File: config.mk
export PLATFORM = sky130hd
export DESIGN_NAME = button_multiclick_power_adjust_flat
export DESIGN_NICKNAME = d
export VERILOG_FILES = /design/src/rtl/core/bmpa_pkg.sv /design/src/rtl/core/bmpa_if.sv /design/src/rtl/core/button_multiclick_power_adjust.sv /design/src/flat_wrapper.sv
export SDC_FILE = /design/constraint.sdc
export NUM_CORES = 1
export LEC_CHECK = 0
export ABC_CLOCK_PERIOD_IN_PS = 14550
export BUFFER_PORTS_ARGS = -buffer_cell sky130_fd_sc_hd__buf_2
export CAP_MARGIN = 10
export CORE_ASPECT_RATIO = 0.9
export CORE_MARGIN = 2
export CORE_UTILIZATION = 30
export DETAILED_ROUTE_END_ITERATION = 6
export SKIP_LAST_GASP = 1
export SLEW_MARGIN = 20
export SYNTH_ARGS = -nofsm -noshare
export SYNTH_HDL_FRONTEND = slang
export SYNTH_SLANG_ARGS = --single-unit
File: constraint.sdc
create_clock -name clk -period 14.55 [get_ports clk]
set_input_delay 3.6375 -clock clk [delete_from_list [all_inputs] [get_ports clk]]
set_output_delay 3.6375 -clock clk [all_outputs]
set_load 0.02 [all_outputs]
File: src/rtl/core/bmpa_pkg.sv
`default_nettype none

package bmpa_pkg;

    // Screen request codes
    localparam logic [1:0] EV_NONE         = 2'd0;
    localparam logic [1:0] EV_POWER_SCREEN = 2'd1;
    localparam logic [1:0] EV_LOCK_ON      = 2'd2;
    localparam logic [1:0] EV_LOCK_OFF     = 2'd3;

    // Click counts that trigger actions when the window closes
    localparam logic [7:0] ADJUST_EXTRA_CLICKS = 8'd1;
    localparam logic [7:0] LOCK_EXTRA_CLICKS   = 8'd4;

    // Register indexes
    localparam logic [1:0] REG_CLICK_WINDOW = 2'd0;
    localparam logic [1:0] REG_REPEAT       = 2'd1;
    localparam logic [1:0] REG_FLOOR        = 2'd2;
    localparam logic [1:0] REG_CEILING      = 2'd3;

    // Reset values
    localparam logic [7:0] CLICK_WINDOW_RESET = 8'd13;
    localparam logic [7:0] REPEAT_RESET       = 8'd6;
    localparam logic [5:0] FLOOR_RESET        = 6'd5;
    localparam logic [5:0] CEILING_RESET      = 6'd30;
    localparam logic [5:0] POWER_RESET        = 6'd5;

    typedef struct packed {
        logic button_level;
        logic smoking_screen;
        logic power_screen_shown;
    } in_item_t;

    typedef struct packed {
        logic [1:0] screen_event;
        logic [5:0] power_level;
        logic       locked;
        logic       adjust_mode;
    } out_item_t;

    // One power step: increment, wrap to floor above the ceiling
    function automatic logic [5:0] step_power(input logic [5:0] power,
                                              input logic [5:0] floor_level,
                                              input logic [5:0] ceiling_level);
        logic [6:0] sum;
        sum = {1'b0, power} + 7'd1;
        if (sum > {1'b0, ceiling_level})
            return floor_level;
        else
            return sum[5:0];
    endfunction

endpackage

`default_nettype wire

File: src/rtl/core/bmpa_if.sv
`default_nettype none

// Input channel: one tick of button and screen status
interface bmpa_in_if;
    logic                valid;
    logic                ready;
    bmpa_pkg::in_item_t  data;

    modport source (output valid, output data, input ready);
    modport sink   (input valid, input data, output ready);
endinterface

// Output channel: screen request and status after one tick
interface bmpa_out_if;
    logic                valid;
    logic                ready;
    bmpa_pkg::out_item_t data;

    modport source (output valid, output data, input ready);
    modport sink   (input valid, input data, output ready);
endinterface

`default_nettype wire

File: src/rtl/core/button_multiclick_power_adjust.sv
`default_nettype none

// Button multi-click and power-adjust controller.
// in_ch carries one transaction per scheduler tick: button level (0 pressed)
// and the smoking-screen and power-screen flags. out_ch returns exactly one
// transaction per input: the screen request code, power level, lock state
// and adjust-mode state after that tick.
// The result is registered and is valid in the cycle after the input transaction.
// Throughput: one transaction per cycle while results are taken; all state
// updates for a tick are done in combinational logic feeding the state and output registers.
// When the receiver stalls, the result is held in the output register and
// in_ch.ready drops until that result is taken; it stays high while the
// output register is empty or being drained in the same cycle.
// The APB port holds click window length, repeat interval, power floor and
// power ceiling at byte addresses 0, 4, 8 and 12; pready is always high.
// Program registers only while no transaction is in flight.
// Reset (rst_n low, asynchronous) restores the configuration registers to their defaults,
// the power level to 5, clears lock and adjust mode and empties the output.
module button_multiclick_power_adjust (
    input  wire logic         clk,
    input  wire logic         rst_n,
    bmpa_in_if.sink           in_ch,
    bmpa_out_if.source        out_ch,
    input  wire logic         psel,
    input  wire logic         penable,
    input  wire logic         pwrite,
    input  wire logic [3:0]   paddr,
    input  wire logic [31:0]  pwdata,
    output logic      [31:0]  prdata,
    output logic              pready
);

    // Configuration registers
    logic [7:0] click_window_reg;
    logic [7:0] repeat_reg;
    logic [5:0] floor_reg;
    logic [5:0] ceiling_reg;

    // Tick state
    logic       last_level_reg;
    logic       window_open_reg;
    logic [7:0] window_ticks_reg;
    logic [7:0] extra_clicks_reg;
    logic       lock_reg;
    logic       adjust_reg;
    logic       repeat_allowed_reg;
    logic [7:0] hold_ticks_reg;
    logic [5:0] power_reg;

    logic       last_level_next;
    logic       window_open_next;
    logic [7:0] window_ticks_next;
    logic [7:0] extra_clicks_next;
    logic       lock_next;
    logic       adjust_next;
    logic       repeat_allowed_next;
    logic [7:0] hold_ticks_next;
    logic [5:0] power_next;
    logic [1:0] event_next;

    // Output register
    logic                out_valid_reg;
    bmpa_pkg::out_item_t out_data_reg;

    logic       accept;
    logic [1:0] reg_index;
    logic       cfg_write;

    // APB access
    assign pready    = 1'b1;
    assign reg_index = paddr[3:2];
    assign cfg_write = psel && penable && pwrite;

    always_comb
    begin
        unique case (reg_index)
            bmpa_pkg::REG_CLICK_WINDOW: prdata = {24'd0, click_window_reg};
            bmpa_pkg::REG_REPEAT:       prdata = {24'd0, repeat_reg};
            bmpa_pkg::REG_FLOOR:        prdata = {26'd0, floor_reg};
            bmpa_pkg::REG_CEILING:      prdata = {26'd0, ceiling_reg};
            default:                    prdata = 32'd0;
        endcase
    end

    always_ff @(posedge clk or negedge rst_n)
    begin
        if (!rst_n)
        begin
            click_window_reg <= bmpa_pkg::CLICK_WINDOW_RESET;
            repeat_reg       <= bmpa_pkg::REPEAT_RESET;
            floor_reg        <= bmpa_pkg::FLOOR_RESET;
            ceiling_reg      <= bmpa_pkg::CEILING_RESET;
        end
        else if (cfg_write)
        begin
            unique case (reg_index)
                bmpa_pkg::REG_CLICK_WINDOW: click_window_reg <= pwdata[7:0];
                bmpa_pkg::REG_REPEAT:       repeat_reg       <= pwdata[7:0];
                bmpa_pkg::REG_FLOOR:        floor_reg        <= pwdata[5:0];
                bmpa_pkg::REG_CEILING:      ceiling_reg      <= pwdata[5:0];
                default:                    ;
            endcase
        end
    end

    // Handshake: take a tick whenever the output register is free or draining
    assign in_ch.ready  = !out_valid_reg || out_ch.ready;
    assign accept       = in_ch.valid && in_ch.ready;
    assign out_ch.valid = out_valid_reg;
    assign out_ch.data  = out_data_reg;

    // Per-tick update, in the order: adjust clear, press, hold, window
    always_comb
    begin
        logic       level;
        logic       smoking;
        logic       adj0;
        logic       may_adjust;
        logic       press;
        logic [7:0] hold_inc;
        logic [7:0] win_inc;

        level   = in_ch.data.button_level;
        smoking = in_ch.data.smoking_screen;

        adj0       = in_ch.data.power_screen_shown ? adjust_reg : 1'b0;
        may_adjust = !smoking && !lock_reg && adj0;
        press      = last_level_reg && !level;

        power_next          = power_reg;
        window_open_next    = window_open_reg;
        window_ticks_next   = window_ticks_reg;
        extra_clicks_next   = extra_clicks_reg;
        repeat_allowed_next = repeat_allowed_reg;
        hold_ticks_next     = hold_ticks_reg;
        lock_next           = lock_reg;
        adjust_next         = adj0;
        event_next          = bmpa_pkg::EV_NONE;
        last_level_next     = level;

        // Press handling
        if (press)
        begin
            if (may_adjust)
                power_next = bmpa_pkg::step_power(power_reg, floor_reg, ceiling_reg);
            if (!window_open_reg)
                window_open_next = 1'b1;
            else
            begin
                extra_clicks_next = extra_clicks_reg + 8'd1;
                window_ticks_next = 8'd0;
            end
            if (!smoking)
                event_next = bmpa_pkg::EV_POWER_SCREEN;
            repeat_allowed_next = 1'b1;
        end

        // Hold auto-repeat
        hold_inc = hold_ticks_reg + 8'd1;
        if (!level)
        begin
            if (may_adjust)
            begin
                hold_ticks_next = hold_inc;
                if (hold_inc >= repeat_reg)
                begin
                    hold_ticks_next = 8'd0;
                    event_next      = bmpa_pkg::EV_POWER_SCREEN;
                    if (repeat_allowed_next)
                        power_next = bmpa_pkg::step_power(power_next, floor_reg,
                                                          ceiling_reg);
                    if (power_next == ceiling_reg)
                        repeat_allowed_next = 1'b0;
                end
            end
        end
        else
            hold_ticks_next = 8'd0;

        // Click window advance or evaluation
        win_inc = window_ticks_next + 8'd1;
        if (window_open_next)
        begin
            window_ticks_next = win_inc;
            if (win_inc >= click_window_reg)
            begin
                window_open_next  = 1'b0;
                window_ticks_next = 8'd0;
            end
        end
        else
        begin
            if (extra_clicks_next == bmpa_pkg::ADJUST_EXTRA_CLICKS)
                adjust_next = 1'b1;
            else if (extra_clicks_next >= bmpa_pkg::LOCK_EXTRA_CLICKS)
            begin
                if (!smoking && !adj0)
                begin
                    lock_next  = !lock_reg;
                    event_next = lock_reg ? bmpa_pkg::EV_LOCK_OFF
                                          : bmpa_pkg::EV_LOCK_ON;
                end
            end
            window_ticks_next = 8'd0;
            extra_clicks_next = 8'd0;
        end
    end

    // State registers
    always_ff @(posedge clk or negedge rst_n)
    begin
        if (!rst_n)
        begin
            last_level_reg     <= 1'b1;
            window_open_reg    <= 1'b0;
            window_ticks_reg   <= 8'd0;
            extra_clicks_reg   <= 8'd0;
            lock_reg           <= 1'b0;
            adjust_reg         <= 1'b0;
            repeat_allowed_reg <= 1'b1;
            hold_ticks_reg     <= 8'd0;
            power_reg          <= bmpa_pkg::POWER_RESET;
        end
        else if (accept)
        begin
            last_level_reg     <= last_level_next;
            window_open_reg    <= window_open_next;
            window_ticks_reg   <= window_ticks_next;
            extra_clicks_reg   <= extra_clicks_next;
            lock_reg           <= lock_next;
            adjust_reg         <= adjust_next;
            repeat_allowed_reg <= repeat_allowed_next;
            hold_ticks_reg     <= hold_ticks_next;
            power_reg          <= power_next;
        end
    end

    // Output valid
    always_ff @(posedge clk or negedge rst_n)
    begin
        if (!rst_n)
            out_valid_reg <= 1'b0;
        else if (accept)
            out_valid_reg <= 1'b1;
        else if (out_ch.ready)
            out_valid_reg <= 1'b0;
    end

    // Output payload
    always_ff @(posedge clk)
    begin
        if (accept)
        begin
            out_data_reg.screen_event <= event_next;
            out_data_reg.power_level  <= power_next;
            out_data_reg.locked       <= lock_next;
            out_data_reg.adjust_mode  <= adjust_next;
        end
    end

endmodule

`default_nettype wire

File: src/flat_wrapper.sv
// flat-port wrapper written by rule: the top's interface ports become plain ports
module button_multiclick_power_adjust_flat 
  (clk, rst_n, psel, penable, pwrite, paddr, pwdata, prdata, pready, in_ch_valid, in_ch_data, in_ch_ready, out_ch_valid, out_ch_data, out_ch_ready);
  bmpa_in_if in_ch_i ();
  bmpa_out_if out_ch_i ();
  input  wire logic clk;
  input  wire logic rst_n;
  input  wire logic psel;
  input  wire logic penable;
  input  wire logic pwrite;
  input  wire logic [3:0] paddr;
  input  wire logic [31:0] pwdata;
  output logic      [31:0] prdata;
  output logic pready;
  input wire logic [$bits(in_ch_i.valid)-1:0] in_ch_valid;
  input wire logic [$bits(in_ch_i.data)-1:0] in_ch_data;
  output wire logic [$bits(in_ch_i.ready)-1:0] in_ch_ready;
  output wire logic [$bits(out_ch_i.valid)-1:0] out_ch_valid;
  output wire logic [$bits(out_ch_i.data)-1:0] out_ch_data;
  input wire logic [$bits(out_ch_i.ready)-1:0] out_ch_ready;
  assign in_ch_i.valid = in_ch_valid;
  assign in_ch_i.data = in_ch_data;
  assign in_ch_ready = in_ch_i.ready;
  assign out_ch_valid = out_ch_i.valid;
  assign out_ch_data = out_ch_i.data;
  assign out_ch_i.ready = out_ch_ready;
  button_multiclick_power_adjust u_core (.clk(clk), .rst_n(rst_n), .in_ch(in_ch_i), .out_ch(out_ch_i), .psel(psel), .penable(penable), .pwrite(pwrite), .paddr(paddr), .pwdata(pwdata), .prdata(prdata), .pready(pready));
endmodule
== After elaboration in Yosys (flattened, before gate mapping) ==
Cells that the tools add are included.

* Bits in registers: 74
* Input bits: 46
* Output and inout port bits: 45
* Word-level logic and storage cells: 103

* Add/subtract/negate cells: 5
* Magnitude comparators: 5
* Equality and inequality tests: 5
* Muxes and demuxes: 49
* Reductions and logical operators: 21

{| class="wikitable"
|+ Operators with widths
! cell !! count
|-
| one-hot mux 32 bit (4 select lines) || 1
|-
| 2-to-1 mux 8 bit || 10
|-
| 2-to-1 mux 6 bit || 11
|-
| adder 8 x 1 -> 8 bit (second input constant) || 3
|-
| 2-to-1 mux 1 bit || 19
|-
| >= comparator 8 bit || 2
|-
| 2-to-1 mux 2 bit || 8
|-
| adder 6 x 1 -> 7 bit (second input constant) || 2
|-
| greater-than comparator 7 x 6 -> 1 bit || 2
|-
| AND reduction 2 bit || 5
|-
| equality test 8 x 1 -> 1 bit (second input constant) || 1
|-
| >= comparator 8 x 3 -> 1 bit (second input constant) || 1
|-
| logical AND 1 bit || 7
|-
| equality test 6 bit || 1
|-
| zero test 1 bit || 5
|-
| equality test 2 bit (second input constant) || 2
|-
| nonzero test 2 bit || 2
|-
| equality test 2 x 1 -> 1 bit (second input constant) || 1
|-
| zero test 2 bit || 1
|-
| logical OR 1 bit || 1
|}

== Depth between registers and ports, before layout ==
Gate-level depths: netlist of run 1.

* Depth in word-level cells: 17
* Depth in mapped cells: 26
* Depth with buffers taken out: 24

== Worst setup path after synthesis of run 1 ==
OpenSTA, ideal clock, no wires.

* Path kind: input to output
* From: in paddr[2]
* To: out prdata[0]
* Arrival time: 4652 ps
* Data required time: 10912 ps
* Path slack: 6260 ps
* Cell stages on the path: 2
* Buffers on the path: 1
* Cells stage by stage: buf_1 -> mux4_2

* Word-level cells in the longest chain between the ends: 2
* Elaborated cells on any way between the ends: 5
* Those cells by class: 3 x eq/ne; 1 x mux; 1 x reduce/logical

{| class="wikitable"
|+ RTL lines
! item !! RTL line !! text
|-
| from (decl) || flat_wrapper.sv:11 || <nowiki>input wire logic [3:0] paddr;</nowiki>
|-
| equality test 2 bit (tied with other cells) || button_multiclick_power_adjust.sv:76 || <nowiki>unique case (reg_index)</nowiki>
|-
| one-hot mux 32 bit (4 select lines) * || button_multiclick_power_adjust.sv:76 ||
|-
| to (decl) || flat_wrapper.sv:13 || <nowiki>output logic [31:0] prdata;</nowiki>
|}

Every way passes the cells marked *; elsewhere a longest branch is shown, timed or not. The select of a mux whose other input is x is not followed.

== Worst setup path in the final report of run 1 ==
* From: in paddr[2]
* To: out prdata[5]

Same word-level chain as after synthesis.

==> run_results.csv, run 1 <==
group,metric,value,unit
status,outcome,"complete, no violations",
sta,rsz0062_at_grt,"no",
power_and_ir_drop,ir_drop,0.0000632,V
detailed_routing,viasPerCell,5.08,
placement,place.detailed.hpwl,9.54,mm
clock_network,cts_htree_levels,3,
detailed_routing,dr.pass1.iters,5,
worst_setup_path,criticalPathCategory,"primary input to output port",
sta,worst_clock_skew,0.0116,ns
logic_synthesis,synth_async_sr_flop_share,86.5,%
logic_synthesis,yosysMostFrequentCell,"dfrtp_1",
final_layout,area_delta_synth_final,12.7,%
logic_synthesis,synth_top_area_cell,"dfrtp_1",
global_routing,grt-ovfl-total,0,
power_and_ir_drop,p_total,841,uW
clock_network,numCtsBuffers,9,
logic_synthesis,syn_area_per_cell,9.61,um^2
logic_synthesis,synth_seq_cells,74,
clock_network,cts_sinks,74,
sta,fin_setup_tns,0,ns
logic_synthesis,synth_simple_gate_area_share,17.0,%
sta,setup_violations,0,
worst_setup_path,reg2reg_depth,23,
logic_synthesis,synthCells,559,
clock_network,cts_tree,"yes",
clock_network,postCtsResizedCells,0,
logic_synthesis,synthMuxAreaShare,9.66,%
min_path,holdPathStages,2,
worst_setup_path,rrSetupSlack,8.52,ns
worst_setup_path,worst_setup_path_end_kind,"output port",
floorplanning,core_area,17600,um^2
sta,hold_violations,0,
floorplanning,rows,46,
clock_network,hold_buffers,0,
final_layout,fillers,1843,
global_routing,grt_max_degree,65,
logic_synthesis,synth_top_cells_by_count,"dfrtp_1, nand2_1, nor2_1, ha_1, o21ai_0",
placement,dp_slack,6.14,ns
final_layout,largest_reg_flops,10,
logic_synthesis,synth_top_family_by_area,"compound AO/OA/AOI/OAI gates",
sta,hold_slack,0.482,ns
sta,worst_slew_pin_slew,0.855,ns
logic_synthesis,synthFlopType,"dfrtp_1",
logic_synthesis,yosys_warnings,0,
clock_network,clock-root-buffer,"clkbuf_16",
power_and_ir_drop,swShare,36.4,%
power_and_ir_drop,p_switching,306,uW
detailed_routing,ant_nets,0,
detailed_routing,route.detailed.drc,0,
detailed_routing,routed_wl,13.0,mm
logic_synthesis,yosys-top-cells-area,"dfrtp_1, ha_1, dfstp_2, mux2_2, edfxtp_1",
sta,finalMaxSlewViolations,0,
power_and_ir_drop,total_leakage_power,2.73,nW
logic_synthesis,synth-xor-area-share,4.82,%
min_path,hold_end,"u_core.last_level_reg",
worst_setup_path,start_kind,"primary input",
clock_network,postCtsSetupBuffers,0,
clock_network,clk_transition_reported_paths,0.05,ns
floorplanning,die_x,145,um
detailed_routing,dr_total_vias,4263,
global_routing,grt_pass1_vias,3964,
run,maxCapViolations,0,
worst_setup_path,worstPathMaxFanout,12,
power_and_ir_drop,clockPowerShare,28.6,%
floorplanning,die-area,19000,um^2
final_layout,final_nets,673,
final_layout,drive_above_1_share,20.0,%
final_layout,antenna_cells,0,
min_path,min-delay-start,"u_core.last_level_reg",
sta,fin_crit,8.31,ns
sta,worst_slack,6.24,ns
floorplanning,initial_utilization,30.5,%
worst_setup_path,crit_arrival,4.67,ns
worst_setup_path,worst_ep_required_time,10.91,ns
power_and_ir_drop,power_density,139,nW/um^2
floorplanning,io_pins,91,
global_routing,antenna_found_initial,0,
worst_setup_path,worstReg2RegStart,"u_core.power_reg[0]",
power_and_ir_drop,internal-power,535,uW
logic_synthesis,syn_area,5370,um^2
logic_synthesis,yosys.area.top_type_share,22.8,%
detailed_routing,post_drt_wl_per_cell,15.5,um
detailed_routing,first_iter_violations,236,
floorplanning,die_y,131,um
global_routing,grt_pass1_wl,21.0,mm
global_routing,grt_usage,13.9,%
logic_synthesis,ys_seq_area_share,35.7,%
power_and_ir_drop,pwr-share-seq,35.1,%
power_and_ir_drop,power_frac_comb,36.3,%
placement,gp_routability_congestion,0.859,
logic_synthesis,ys_types,73,
placement,portBuffers,39,
sta,finalCritPeriodShare,57.1,%
logic_synthesis,synth_adder_area_share,7.68,%
clock_network,clk_path_buf_depth,2,
logic_synthesis,synth-compound-area-share,18.1,%
min_path,hp-class,"flop to flop",
sta,fmax,120,MHz
worst_setup_path,r2r_end,"u_core.repeat_allowed_reg",
sta,max_slew_margin,43.0,%
logic_synthesis,synth-edff-count,10,
clock_network,clkLatencyLatePin,0.33,ns
## metrics by stage
stage	util [%]	std cells	instance area [um^2]
after floorplan	-	582	5460
after global routing	34.4	839	6060
final	34.4	839	6060
after detailed placement	32.5	823	5730
after CTS	34.4	839	6050
after global placement	32.5	823	5730
## layer usage
metal	vias up	share of wire, %	GRT usage [%]	wire, um
li1	2075	-	-	-
met1	2050	53	20.8	6820
met2	126	40	20.0	5230
met3	12	6.2	3.37	809
met4	0	0.92	3.52	120
met5	-	0	0	0
## cell usage in the layout, fill, tap and decap left out, types with 4 or more instances in the layout
cell and count:
o21ai_0 30, clkbuf_16 9, a31oi_1 12, a21oi_1 18, nand2b_1 10, buf_4 6, xnor2_1 17, nor3_1 10
inv_1 25, a32o_1 6, nor2_1 40, mux2_2 27, a22o_1 16, buf_2 39, conb_1 25, dfstp_2 15
a21o_1 14, mux2i_1 8, o31ai_1 5, ha_1 33, nor2b_1 4, dfrtp_1 49, mux4_2 6, and2_1 5
nand3_1 24, and3_1 9, nand2_1 47, xor2_1 10, edfxtp_1 10
## power by group through the flow
stage          clock network (mW)  logic, mW  registers [mW]
2_1_floorplan                   0      0.237           0.282
3_3_place_gp                    0      0.298           0.295
3_5_place_dp                    0      0.301           0.297
4_1_cts                     0.247      0.303           0.294
5_1_grt                     0.256      0.340           0.300
6_report                    0.241      0.305           0.295
## logic make-up after synthesis
logic type / count (synthesis)
fa+ha+maj: 33
xor+xnor: 28
other cells: 2
mux: 41
buf+inv: 70
flops: 74
simple gates: 175
compound gates: 136
## worst max-delay path by stage
stage | slack, ns | from | to | depth (start not counted)
2_1_floorplan | 6.26 | paddr[2] | prdata[0] | 2
3_3_place_gp | 6.16 | in_ch_data[2] | u_core.repeat_allowed_reg | 20
3_5_place_dp | 6.14 | in_ch_data[2] | u_core.repeat_allowed_reg | 20
4_1_cts | 6.22 | paddr[2] | prdata[5] | 3
5_1_grt | 5.99 | in_ch_data[2] | u_core.repeat_allowed_reg | 20
6_report | 6.24 | paddr[2] | prdata[5] | 3
## worst max-delay path, cell delays in order
cell,delay (ns)
buf_2,0.27
mux4_2,0.58
buf_2,0.18
## cell type report
cell class	count	area, um^2	share of cell area, %
Clock inverter	5	78.8	1.30
Sequential cell	74	1920	31.7
Timing Repair Buffer	45	240	3.97
Multi-Input combinational cell	438	3180	52.4
Inverter	26	97.6	1.61
Tap cell	240	300	4.96
Clock buffer	11	243	4.01
No activity file was read; power rests on OpenSTA's default activity.
==> run 2: changes to the inputs <==
- ABC_AREA: default -> 1
- ABC_CLOCK_PERIOD_IN_PS: 14550 -> 7100
- clock period: 14.55 -> 7.1 ns (I/O delays scaled with it)
==> run 2 against run 1 <==
Net effect:
- combinational power increased by 130%
- global-route usage increased by 0.17 points
- final cell count increased by 13%
- routed wire length decreased by 6.0%
- sequential share of layout area increased by 1.0 points
- first-iteration DRC count increased by 4.7%
- setup slack got worse by 4.4 ns
- highest routed layer unchanged
- non-clock buffer count decreased by 3
- worst hold slack improved by 0.0073 ns
==> run_results.csv, run 2 <==
group,metric,value,unit
clock_network,cts_tree,"yes",
logic_synthesis,synth_async_sr_flop_share,86.5,%
sta,rsz0062_at_grt,"no",
detailed_routing,first_iter_violations,247,
final_layout,fin_util,34.6,%
final_layout,largest_reg_flops,10,
power_and_ir_drop,ir_drop,0.000144,V
sta,worst_slew_pin_slew,0.853,ns
worst_setup_path,worst_ep_required_time,7.37,ns
logic_synthesis,yosys_warnings,0,
final_layout,drive_above_1_share,16.9,%
placement,place.detailed.hpwl,9.37,mm
global_routing,grt_usage,14.0,%
final_layout,layout_common_cells,"nand2_1, inv_1, o21ai_0",
clock_network,clk_transition_reported_paths,0.06,ns
sta,max_slew_margin,43.1,%
placement,portBuffers,39,
run,maxCapViolations,0,
worst_setup_path,slowest_stage,"nor2_2",
final_layout,antenna_cells,0,
sta,fin_crit,5.24,ns
sta,finalCritPeriodShare,73.8,%
detailed_routing,routed_wl,12.2,mm
floorplanning,die_x,143,um
logic_synthesis,synthFlopType,"dfrtp_1",
detailed_routing,ant_nets,0,
final_layout,area_delta_synth_final,12.5,%
detailed_routing,viasPerCell,4.56,
global_routing,grt_pass1_vias,4187,
min_path,hp-class,"flop to flop",
worst_setup_path,worst_setup_path_end_kind,"flop",
clock_network,cts_htree_levels,3,
final_layout,layout_commonest_cell,"nand2_1",
logic_synthesis,ys_types,50,
clock_network,postCtsSetupBuffers,0,
worst_setup_path,cp_num_buf_inv,7,
clock_network,clock-root-buffer,"clkbuf_16",
final_layout,final_nets,789,
logic_synthesis,yosys-top-cells-area,"dfrtp_1, nand2_1, ha_1, dfstp_2, inv_1",
power_and_ir_drop,p_total,1.76,mW
detailed_routing,dr.pass1.iters,5,
worst_setup_path,start_kind,"primary input",
worst_setup_path,crit_arrival,5.51,ns
logic_synthesis,yosys.area.top_type_share,23.5,%
status,outcome,"complete, no violations",
sta,fin_setup_tns,0,ns
logic_synthesis,syn_area_per_cell,7.78,um^2
logic_synthesis,synth-edff-count,10,
clock_network,hold_buffers,0,
sta,finalMaxSlewViolations,0,
power_and_ir_drop,total_leakage_power,2.91,nW
floorplanning,io_pins,91,
global_routing,grt_pass1_wl,20.6,mm
worst_setup_path,worstPathMaxFanout,11,
logic_synthesis,synth_seq_cells,74,
logic_synthesis,synthCells,670,
sta,setup_violations,0,
worst_setup_path,critPathTopFamily,"simple AND/OR/NAND/NOR gates",
clock_network,numCtsBuffers,9,
floorplanning,initial_utilization,30.8,%
sta,worst_clock_skew,0.00593,ns
global_routing,grt_max_degree,65,
logic_synthesis,synth_top_cells_by_count,"nand2_1, inv_1, o21ai_0, nand3_1, dfrtp_1",
logic_synthesis,syn_area,5220,um^2
detailed_routing,route.detailed.drc,0,
clock_network,clk_path_buf_depth,2,
logic_synthesis,yosysMostFrequentCell,"nand2_1",
worst_setup_path,crit_top_cell,"nand2_1",
sta,fmax,191,MHz
power_and_ir_drop,power_density,300,nW/um^2
final_layout,final_cells,950,
logic_synthesis,ys_seq_area_share,36.8,%
placement,gp_routability_congestion,0.912,
floorplanning,core_area,16900,um^2
floorplanning,die_y,129,um
logic_synthesis,synth_top_area_cell,"dfrtp_1",
placement,post-place-cells,934,
floorplanning,die-area,18500,um^2
detailed_routing,dr_total_vias,4328,
detailed_routing,post_drt_wl_per_cell,12.8,um
clock_network,postCtsResizedCells,0,
clock_network,cts_sinks,74,
worst_setup_path,criticalPathCategory,"primary input to flop",
sta,hold_violations,0,
worst_setup_path,slowest_delay,0.45,ns
global_routing,grt-ovfl-total,0,
clock_network,clkLatencyLatePin,0.33,ns
global_routing,antenna_found_initial,0,
floorplanning,rows,45,
==> run 2: cell count changes after synthesis, sizes merged, moves of 16 or more <==
cell | before | now
mux2 | 27 | 0
nand3 | 25 | 63
nand2 | 47 | 182
xnor2 | 17 | 1
inv | 25 | 105
o21ai | 33 | 64
==> run 2: stage by stage <==
stage / hold slack [ns] / instance area [um^2] / setup WS, ns
3_3_place_gp: 0.465 / 5550 / 1.64
5_1_grt: 0.511 / 5870 / 1.29
6_report: 0.490 / 5870 / 1.86
3_5_place_dp: 0.474 / 5550 / 1.54
4_1_cts: 0.489 / 5870 / 1.89
2_1_floorplan: 0.453 / 5300 / 2.19
==> run 2: cell families (layout without fill, tap and decap cells) <==
group	after synthesis	after routing	share of synthesized area, %
xor gates and xnor gates	21	21	3.53
AOI/OAI and AO/OA	109	109	11.9
other	2	25	0.144
DFF	74	74	36.8
adders and majority gates	33	33	7.92
muxes	1	1	0.192
buffers and inverters	144	166	13.0
and+or+nand+nor	286	286	26.5
==> run 2: metal layers <==
| layer | global-route usage (%) | up-vias | part of all wire (%) |
|---|---|---|---|
| met3 | 2.66 | 18 | 3.9 |
| met5 | 0 | - | 0 |
| li1 | - | 2210 | - |
| met4 | 4.19 | 0 | 1.7 |
| met2 | 22.2 | 91 | 46 |
| met1 | 19.6 | 2009 | 49 |
==> run 2: power by group <==
group / switching (mW) / internal [mW]
Sequential: 0.0605 / 0.516
Combinational: 0.458 / 0.246
Clock: 0.175 / 0.302
==> run 2: layout make-up <==
| cell class | instances | area (um^2) |
|---|---|---|
| fillers | 1820 | 11100 |
| multi-input cells | 475 | 2700 |
| flip-flops and latches | 74 | 1920 |
| inverters | 108 | 418 |
| well taps | 235 | 294 |
| clock buffers | 12 | 268 |
| repair buffers | 42 | 218 |
| clock inverters | 4 | 47.5 |
==> run 2: worst min-delay path: stages (launching register included) <==
cell,delay [ns]
dfrtp_1,0.34
nand2_1,0.05
o21ai_0,0.06
==> run 2: final timing paths <==
| kind | start | to | slack [ns] | cells past startpoint |
|---|---|---|---|---|
| max | in_ch_data[0] | u_core.repeat_allowed_reg | 1.86 | 30 |
| min | u_core.click_window_reg[4] | u_core.click_window_reg[4] | 0.49 | 2 |
| max reg2reg | u_core.power_reg[0] | u_core.repeat_allowed_reg | 2.27 | 34 |
| min reg2reg | u_core.click_window_reg[4] | u_core.click_window_reg[4] | 0.49 | 2 |
| max in group asynchronous | rst_n | u_core.click_window_reg[1] | 4.91 | 2 |
| min in group asynchronous | rst_n | u_core.power_reg[4] | 1.63 | 2 |
